## src/rtl/qrb_pkg.sv

```systemverilog
// Shared types and constants for the per-queue packet ring buffer.
package qrb_pkg;

  localparam int HANDLE_BITS = 32;
  localparam int QUEUE_BITS  = 3;
  localparam int CFG_BITS    = 7;
  localparam int COUNT_BITS  = 32;

  localparam logic [CFG_BITS-1:0] CFG_LAST_RESET = 7'd127;

  localparam logic ACT_PUSH = 1'b0;
  localparam logic ACT_PULL = 1'b1;

  // Slave tuser: action, queue_index. Master tuser: handle_valid, dropped.
  localparam int S_USER_BITS = 1 + QUEUE_BITS;
  localparam int M_USER_BITS = 2;
  localparam int S_DATA_BITS = HANDLE_BITS;
  localparam int M_DATA_BITS = HANDLE_BITS + COUNT_BITS;

  typedef struct packed {
    logic                  handle_valid;
    logic                  dropped;
    logic [COUNT_BITS-1:0] drop_total;
  } qrb_result_t;

endpackage

```

## src/rtl/qrb_ctrl.sv

```systemverilog
// Ring pointer, drop counter and wrap-limit control for all queues.
module qrb_ctrl #(
  parameter int NUM_QUEUES      = 8,
  parameter int SLOTS_PER_QUEUE = 128,
  parameter int AW              = 10
) (
  input  logic                              clk,
  input  logic                              rst,
  input  logic                              cfg_we,
  input  logic [qrb_pkg::CFG_BITS-1:0]      cfg_wdata,
  input  logic                              req,
  input  logic                              action,
  input  logic [qrb_pkg::QUEUE_BITS-1:0]    queue_index,
  input  logic [qrb_pkg::HANDLE_BITS-1:0]   packet_handle,
  output logic                              mem_we,
  output logic                              mem_re,
  output logic [AW-1:0]                     mem_addr,
  output logic [qrb_pkg::HANDLE_BITS-1:0]   mem_wdata,
  output qrb_pkg::qrb_result_t              result
);

  localparam int PW       = (SLOTS_PER_QUEUE > 1) ? $clog2(SLOTS_PER_QUEUE) : 1;
  localparam int QAW      = (NUM_QUEUES > 1) ? $clog2(NUM_QUEUES) : 1;
  localparam int LAST_MAX = SLOTS_PER_QUEUE - 1;

  logic [qrb_pkg::CFG_BITS-1:0]   last_slot;
  logic [PW-1:0]                  head [NUM_QUEUES];
  logic [PW-1:0]                  tail [NUM_QUEUES];
  logic [qrb_pkg::COUNT_BITS-1:0] drops [NUM_QUEUES];

  logic [QAW-1:0]                 qsel;
  logic                           in_range;
  logic [PW-1:0]                  limit;
  logic [PW-1:0]                  cur_head;
  logic [PW-1:0]                  cur_tail;
  logic [PW-1:0]                  head_next;
  logic [PW-1:0]                  tail_next;
  logic [qrb_pkg::COUNT_BITS-1:0] drops_next;
  logic                           push_ok;
  logic                           push_drop;
  logic                           pull_hit;

  function automatic logic [PW-1:0] advance(input logic [PW-1:0] ptr,
                                            input logic [PW-1:0] lim);
    logic [PW-1:0] res;
    if (ptr == lim || (int'(ptr) + 1 >= SLOTS_PER_QUEUE)) begin
      res = '0;
    end else begin
      res = ptr + PW'(1);
    end
    return res;
  endfunction

  always_comb begin
    qsel     = QAW'(queue_index);
    in_range = (int'(queue_index) < NUM_QUEUES);
    if (int'(last_slot) > LAST_MAX) begin
      limit = PW'(LAST_MAX);
    end else begin
      limit = PW'(last_slot);
    end
    cur_head  = head[qsel];
    cur_tail  = tail[qsel];
    tail_next = advance(cur_tail, limit);
    head_next = advance(cur_head, limit);

    // One slot always stays empty, so a full ring is tail+1 == head.
    push_ok   = in_range && (action == qrb_pkg::ACT_PUSH) && (tail_next != cur_head);
    push_drop = in_range && (action == qrb_pkg::ACT_PUSH) && (tail_next == cur_head);
    pull_hit  = in_range && (action == qrb_pkg::ACT_PULL) && (cur_head != cur_tail);

    drops_next = drops[qsel] + qrb_pkg::COUNT_BITS'(1);

    mem_we    = req && push_ok;
    mem_re    = req && pull_hit;
    mem_wdata = packet_handle;
    if (action == qrb_pkg::ACT_PUSH) begin
      mem_addr = AW'(int'(qsel) * SLOTS_PER_QUEUE + int'(cur_tail));
    end else begin
      mem_addr = AW'(int'(qsel) * SLOTS_PER_QUEUE + int'(cur_head));
    end

    result.handle_valid = pull_hit;
    result.dropped      = push_drop;
    if (!in_range) begin
      result.drop_total = '0;
    end else if (push_drop) begin
      result.drop_total = drops_next;
    end else begin
      result.drop_total = drops[qsel];
    end
  end

  always_ff @(posedge clk) begin
    if (rst) begin
      last_slot <= qrb_pkg::CFG_LAST_RESET;
      for (int i = 0; i < NUM_QUEUES; i++) begin
        head[i]  <= '0;
        tail[i]  <= '0;
        drops[i] <= '0;
      end
    end else begin
      if (cfg_we) begin
        last_slot <= cfg_wdata;
      end
      if (req) begin
        if (push_ok) begin
          tail[qsel] <= tail_next;
        end
        if (push_drop) begin
          drops[qsel] <= drops_next;
        end
        if (pull_hit) begin
          head[qsel] <= head_next;
        end
      end
    end
  end

endmodule

```

## config.mk

```make
export PLATFORM = sky130hd
export DESIGN_NAME = qrb_ctrl
export DESIGN_NICKNAME = d
export VERILOG_FILES = /design/src/rtl/qrb_pkg.sv /design/src/rtl/qrb_ctrl.sv
export SDC_FILE = /design/constraint.sdc
export NUM_CORES = 1
export LEC_CHECK = 0
export CORE_ASPECT_RATIO = 0.75
export CORE_MARGIN = 2
export CORE_UTILIZATION = 39
export CTS_CLUSTER_SIZE = 12
export DETAILED_ROUTE_END_ITERATION = 8
export DONT_BUFFER_PORTS = 1
export GPL_TIMING_DRIVEN = 0
export PLACE_DENSITY_LB_ADDON = 0.2
export SYNTH_ARGS = -nofsm -noshare
export SYNTH_HDL_FRONTEND = slang
export SYNTH_SLANG_ARGS = --single-unit
```

## constraint.sdc

```tcl
create_clock -name clk -period 7.7 [get_ports clk]
set_input_delay 1.925 -clock clk [delete_from_list [all_inputs] [get_ports clk]]
set_output_delay 1.925 -clock clk [all_outputs]
set_load 0.01 [all_outputs]
```

==> out/results.txt, run 1 <==
Dominant cell type by area after synthesis -> edfxtp_1
Post-route clock period utilization -> 99.6%
Setup violators final -> 0
Worst rel slew slack -> 9.34%
Outcome -> finished clean
Ports -> 125
Port Buffers -> 0
CTS tree -> built
Drt pass-1 iters -> 6
DRT antenna net count -> 0
CTS max path bufs -> 3
DIE WIDTH -> 260 um
Worst path arrival time -> 5.75 ns
Mux cell area share after synthesis -> 11.0%
Final setup margin -> 0.0291 ns
Drt initial violations -> 2283
Final hold vios -> 0
# DRC -> 0
Post-Syn Area -> 19100 sq um
Largest family of logic cells by synthesized area -> simple AND/OR/NAND/NOR gates
Critical Path RT -> 5.78 ns
Synthesis-stage register bit count -> 375
Ys async rst share -> 0%
Post-DR vias/cell -> 6.37
Most common cell after layout, fill and taps aside -> edfxtp_1
PwrDens -> 226 nW/um^2
Root Buffer -> clkbuf_16
Worst Setup End Kind -> output port
Via count -> 14361
Initial antenna violation count -> 2
Die Y -> 196 um
Worst hold path type -> reg -> reg
Clock sink count -> 375
DIE AREA -> 50900 sq um
Gp weighted congestion -> 0.894
WP buf/inv -> 6
Total Wirelength -> 71700 um
DP Worst Slack -> -2.18 ns
HPWL after DPL -> 48000 um
Synth-to-layout area growth -> 17.4%
Total CTS buffers -> 41
Final TNS setup -> 0 ns
Leak Pwr -> 7.60 nW
Worst Path Class, Setup -> in -> out
Ys flop type -> edfxtp_1
Post-place instance area -> 20300 sq um
Number of global-route vias before repair -> 13685
Ant. Diodes -> 0
Std-Cell Rows -> 70
Final Cell Area -> 22500 sq um
Clock-pin slew on the worst setup and hold paths -> 0.06 ns
GRT Util Overall -> 27.8%
Yosys warns -> 0
Crit-path cells -> buf_4 > buf_12 > inv_1 > clkbuf_2 > a221o_1 > a22oi_2 > inv_1 > nor3b_1 > a31o_2 > a211oi_1 > a21oi_2 > clkbuf_2 > nand4_1 > xnor2_1
CP Launch Type -> input pin
Crit Path Max Fanout -> 10
Peak VDD IR -> 0.000135 V
Main area contributors after synthesis -> edfxtp_1 58%, nor3_1 8.0%, mux4_2 5.3%, mux2i_1 4.1%, buf_4 2.2%
Largest net degree at the start of global routing -> 21
Xor and xnor area share after synthesis -> 3.50%
Synth top area share -> 57.7%
Core Footprint -> 48600 sq um
Crit-path max cell delay -> 0.44 ns
Yosys cell types -> 78
Max cap viols -> 0
CP delay by family, top -> buffers and inverters
Gate Count Post-Synth -> 1496
Slowest cell on crit path -> a221o_1
Sequential share of the synthesized area -> 58.5%
Post-synth EDFFs -> 368
Synth Area in Adders -> 0.196%
Post-CTS Hold Fix Bufs -> 0
Syn_nets -> 1546
Syn avg cell area -> 12.8 sq um
Worst slew pin tran -> 1.35 ns
Commonest non-fill, non-tap cells in the layout -> 368 x edfxtp_1, 306 x nor3_1, 91 x nor2_1
Synth Area in Compound Gates -> 5.28%
First-pass GRT wire length -> 101000 um
Post-layout nets -> 1628
Overall power -> 5.07 mW
Post-synthesis simple-gate area fraction -> 15.5%
Tmin final -> 7.67 ns
Worst-Skew Late Latency -> 0.57 ns
CTS H-Tree Depth -> 2
Initial Utilization -> 39.4%
WL/cell -> 31.8 um
Fin. max-slew vios -> 0
Max Freq -> 0.130 GHz
Share of cells above drive strength 1 -> 23.6%
Total global routing overflow -> 0
Worst Clk Skew -> 0.0284 ns
[area by class of cell]
class | count | area [sq um]
fillers | 4367 | 26200
plain buffers | 161 | 1260
well taps | 648 | 811
flip-flops and latches | 375 | 11200
inverters | 23 | 88.8
multi-input cells | 935 | 7320
clock inverters | 17 | 180
clock buffers | 55 | 1120
repair buffers | 41 | 493
[routing by layer]
layer	share of wire [%]	track usage (%)	vias to the layer above
li1	-	-	5891
met1	42	42.0	7244
met2	41	39.1	1051
met3	13	7.09	175
met4	3.3	8.43	0
met5	0	0	-
[final timing paths]
check	from	to	slack, ns	depth (start not counted)
setup / recovery	queue_index[2]	result[4]	0.03	14
hold / removal	last_slot[5]	last_slot[5]	0.56	2
setup reg to reg	tail[7][0]	tail[3][5]	2.84	15
hold reg to reg	last_slot[5]	last_slot[5]	0.56	2
[stage by stage]
step                hold slack (ns)  cells  util [%]
CTS                           0.557   2236      45.5
detailed placement            0.541   2157      41.8
global placement              0.537   2144      41.1
finish                        0.555   2255      46.2
floorplan                     0.502   1496         -
global route                  0.577   2255      46.2
[Yosys cell counts (7+ instances only)]
| cell type | count |
|---|---|
| xor2_1 | 22 |
| nor2_1 | 92 |
| mux4_2 | 45 |
| xnor2_1 | 47 |
| nand2_1 | 61 |
| a221o_1 | 9 |
| edfxtp_1 | 368 |
| mux2_2 | 24 |
| dfxtp_1 | 7 |
| a221oi_1 | 18 |
| buf_2 | 24 |
| nor3_2 | 8 |
| a22oi_1 | 16 |
| a21oi_1 | 13 |
| nand4_1 | 18 |
| clkbuf_1 | 49 |
| a22o_1 | 7 |
| inv_1 | 19 |
| or3_1 | 7 |
| nor3_1 | 306 |
| nand3_1 | 14 |
| o21ai_0 | 24 |
| nor4_1 | 20 |
| buf_4 | 57 |
| buf_6 | 29 |
| mux2i_1 | 79 |
| nor2b_1 | 7 |
[registers in the layout, indices dropped and copies added (netlist names)]
signal     cells
tail          56
drops        256
last_slot      7
head          56
[worst register-to-register path, cell delays in order, from the launching register on]
cell	delay [ns]
edfxtp_1	0.36
mux4_2	0.49
mux2_2	0.30
buf_2	0.21
clkbuf_2	0.28
ha_2	0.28
nand3_2	0.11
nor3_1	0.07
xnor2_1	0.18
a21oi_1	0.26
nor4b_4	0.08
buf_4	0.18
and3_1	0.18
clkbuf_4	0.21
buf_2	0.21
o21ai_0	1.06
[cells by family (layout without fill, tap and decap cells)]
kind of cell / Yosys count / after routing
and+or+nand+nor: 576 / 576
adders and majority gates: 3 / 3
DFF: 375 / 375
AOI/OAI and AO/OA: 133 / 133
muxes: 150 / 150
xor gates and xnor gates: 73 / 73
buffers and inverters: 186 / 297
[power by group]
group	switching, mW	internal [mW]	total, mW	leakage [nW]
logic	0.498	0.238	0.736	3.12
registers	0.0217	2.31	2.33	3.86
clock network	0.848	1.15	2.00	0.627
[what timing repair did]
item / 4_1_cts / 5_1_grt
hold endpoints to repair: 0 / 0
buffers inserted: 8 / 19
setup endpoints to repair: 34 / 33
resized for setup: 106 / 39
pin swaps: 6 / 8
No activity file was read; power rests on OpenSTA's default activity.
==> run 2, diff against run 1 <==
--- a/config.mk
+++ b/config.mk
@@ -6,13 +6,13 @@
 export NUM_CORES = 1
 export LEC_CHECK = 0
 export CORE_ASPECT_RATIO = 0.75
-export CORE_MARGIN = 2
 export CORE_UTILIZATION = 39
 export CTS_CLUSTER_SIZE = 12
 export DETAILED_ROUTE_END_ITERATION = 8
 export DONT_BUFFER_PORTS = 1
 export GPL_TIMING_DRIVEN = 0
 export PLACE_DENSITY_LB_ADDON = 0.2
+export RECOVER_POWER = 25
 export SYNTH_ARGS = -nofsm -noshare
 export SYNTH_HDL_FRONTEND = slang
 export SYNTH_SLANG_ARGS = --single-unit
==> run 2 against run 1 <==
Flip-flop and latch count is the same. Critical endpoint is now result[30]. Sequential power is essentially flat. Combinational power shrank 2%. Setup slack gained 0.026 ns. Cell area shrank 1.5%. Via count grew 0.48%. Clock power shrank 2%. Die area shrank 1.8%.
==> out/results.txt, run 2 (synthesized netlist as in run 1, its figures left out) <==
Outcome -> finished clean
Initial Utilization -> 39.9% (+0.57 points)
Ports -> 125 (unchanged)
Setup violators final -> 0 (unchanged)
Overall power -> 5.01 mW (-1.1%)
Total CTS buffers -> 41 (unchanged)
Port Buffers -> 0 (unchanged)
Share of cells above drive strength 1 -> 20.2% (-3.4 points)
Peak VDD IR -> 0.000156 V (+15%)
Gp weighted congestion -> 0.925 (+3.5%)
Largest register FFs -> 256 (unchanged)
CP Launch Type -> input pin
First-pass GRT wire length -> 101000 um (-0.26%)
Worst Setup End Kind -> output port
Clock sink count -> 375 (unchanged)
CTS H-Tree Depth -> 2 (unchanged)
Worst slew pin tran -> 1.27 ns (-0.0771 ns)
FILL cells -> 4384 (+0.39%)
Worst R2R End -> drops[2][13]
Final hold vios -> 0 (unchanged)
Worst hold path type -> reg -> reg
WP buf/inv -> 4 (-2)
Crit-path cells -> buf_4 > nor2b_1 > clkbuf_2 > a221oi_1 > o21ai_2 > clkbuf_8 > ha_4 > nor3b_4 > nand4_1 > or3_4 > or2_1 > clkbuf_4 > nor4b_4 > xor2_4 > mux2i_4
Clock-pin slew on the worst setup and hold paths -> 0.06 ns (about the same)
DIE AREA -> 50000 sq um (-1.8%)
HPWL after DPL -> 48200 um (+0.35%)
Worst path arrival time -> 5.72 ns (-0.03 ns)
Die Y -> 194 um (-1.0%)
Most flop-heavy register -> drops
FF-to-FF path depth -> 17 (+2)
CTS tree -> built
DP Worst Slack -> -2.35 ns (-0.169 ns)
CTS max path bufs -> 3 (unchanged)
Worst Clk Skew -> 0.0197 ns (-0.00873 ns)
CP delay by family, top -> simple AND/OR/NAND/NOR gates
Worst-Skew Late Latency -> 0.57 ns (about the same)
Critical Path RT -> 5.78 ns (about the same)
Final setup margin -> 0.0556 ns (+0.0264 ns)
Post-DR vias/cell -> 6.39 (+0.39%)
WL/cell -> 31.9 um (+0.42%)
Initial antenna violation count -> 0 (-2)
Most common cell after layout, fill and taps aside -> edfxtp_1
Max Freq -> 0.131 GHz (+0.35%)
Root Buffer -> clkbuf_16
Post-route clock period utilization -> 99.3% (-0.34 points)
Largest net degree at the start of global routing -> 20 (-4.8%)
Worst rel slew slack -> 14.5% (+5.2 points)
DRT antenna net count -> 0 (unchanged)
Fin. max-slew vios -> 0 (unchanged)
Reg2Reg Setup Slack -> 2.29 ns (-0.55 ns)
Total global routing overflow -> 0 (unchanged)
Core Footprint -> 47900 sq um (-1.4%)
DIE WIDTH -> 258 um (-0.77%)
Total Wirelength -> 72000 um (+0.51%)
Hold Startpoint -> last_slot[1]
Number of global-route vias before repair -> 13622 (-0.46%)
Ant. Diodes -> 0 (unchanged)
Worst Path Class, Setup -> in -> out
PwrDens -> 227 nW/um^2 (+0.42%)
Commonest non-fill, non-tap cells in the layout -> 368 x edfxtp_1, 305 x nor3_1, 107 x clkbuf_1
Slowest cell on crit path -> clkbuf_2
Top flop regs -> drops: 256 flops, head: 56 flops, tail: 56 flops
Post-layout nets -> 1637 (+0.55%)
Max cap viols -> 0 (unchanged)
Synth-to-layout area growth -> 15.6%
Crit Path Max Fanout -> 10 (unchanged)
Crit-path max cell delay -> 0.42 ns (-0.02 ns)
Leak Pwr -> 7.40 nW (-2.7%)
WHS Endpoint -> last_slot[1]
Std-Cell Rows -> 69 (-1.4%)
GRT Util Overall -> 28.3% (+0.50 points)
Worst reg2reg path startpoint -> tail[7][0]
RSZ-0062 raised after global routing -> no
# DRC -> 0 (unchanged)
Drt initial violations -> 1964 (-14%)
Post-CTS Hold Fix Bufs -> 0 (unchanged)
Drt pass-1 iters -> 6 (unchanged)
Hold path cells -> 2 (unchanged)
Tmin final -> 7.64 ns (-0.0264 ns)
Via count -> 14430 (+0.48%)
run 2: worst max path at each step:
stage                               from            to  cells past startpoint
final                     queue_index[1]    result[30]                     15
after global routing      queue_index[2]    result[15]                     16
after CTS                 queue_index[0]    result[30]                     19
after detailed placement  queue_index[2]    result[26]                     16
after global placement    queue_index[1]  drops[5][21]                     12
after floorplan           queue_index[0]    result[30]                     19
run 2: final cells by class:
cell class	instances	area [sq um]	share of cell area [%]
clock buffer	55	1120	5.07
tap	639	800	3.61
sequential	375	11200	50.6
inverter	23	88.8	0.402
timing repair buffer	49	531	2.40
clock inverter	19	159	0.718
buffer	162	1000	4.52
multi-input combinational	935	7230	32.7
run 2: power breakdown:
part,total (mW),switching [mW],internal [mW]
Combinational,0.719,0.493,0.227
Sequential,2.33,0.0224,2.31
Clock,1.96,0.842,1.12
run 2: what timing repair did:
| action | in CTS | in global routing |
|---|---|---|
| setup endpoints to repair | 35 | 33 |
| buffers inserted | 15 | 22 |
| pin swaps | 6 | 11 |
| gates resized for setup | 103 | 46 |
run 2: worst min-delay path: cells and delay by family, from the launching register on:
kind	cells	cell delay, ns
DFF	1	0.32
AOI/OAI and AO/OA	1	0.09
buffers and inverters	1	0.10
run 2: metal layers:
| metal | up-vias | global-route usage [%] | routed length (um) |
|---|---|---|---|
| met5 | - | 0 | 0 |
| met4 | 0 | 8.04 | 2180 |
| met3 | 158 | 6.54 | 8940 |
| met2 | 991 | 40.4 | 30700 |
| met1 | 7371 | 42.7 | 30200 |
| li1 | 5910 | - | - |
run 2: stage by stage:
step,util (%),hold slack (ns),std cells,instance area [sq um],setup TNS (ns)
floorplan,-,0.502,1496,19100,0
global placement,41.6,0.538,2135,19900,-1066.00
detailed placement,42.4,0.550,2147,20300,-64.57
CTS,46.1,0.565,2236,22100,0
global route,46.2,0.598,2257,22100,0
finish,46.2,0.558,2257,22100,0
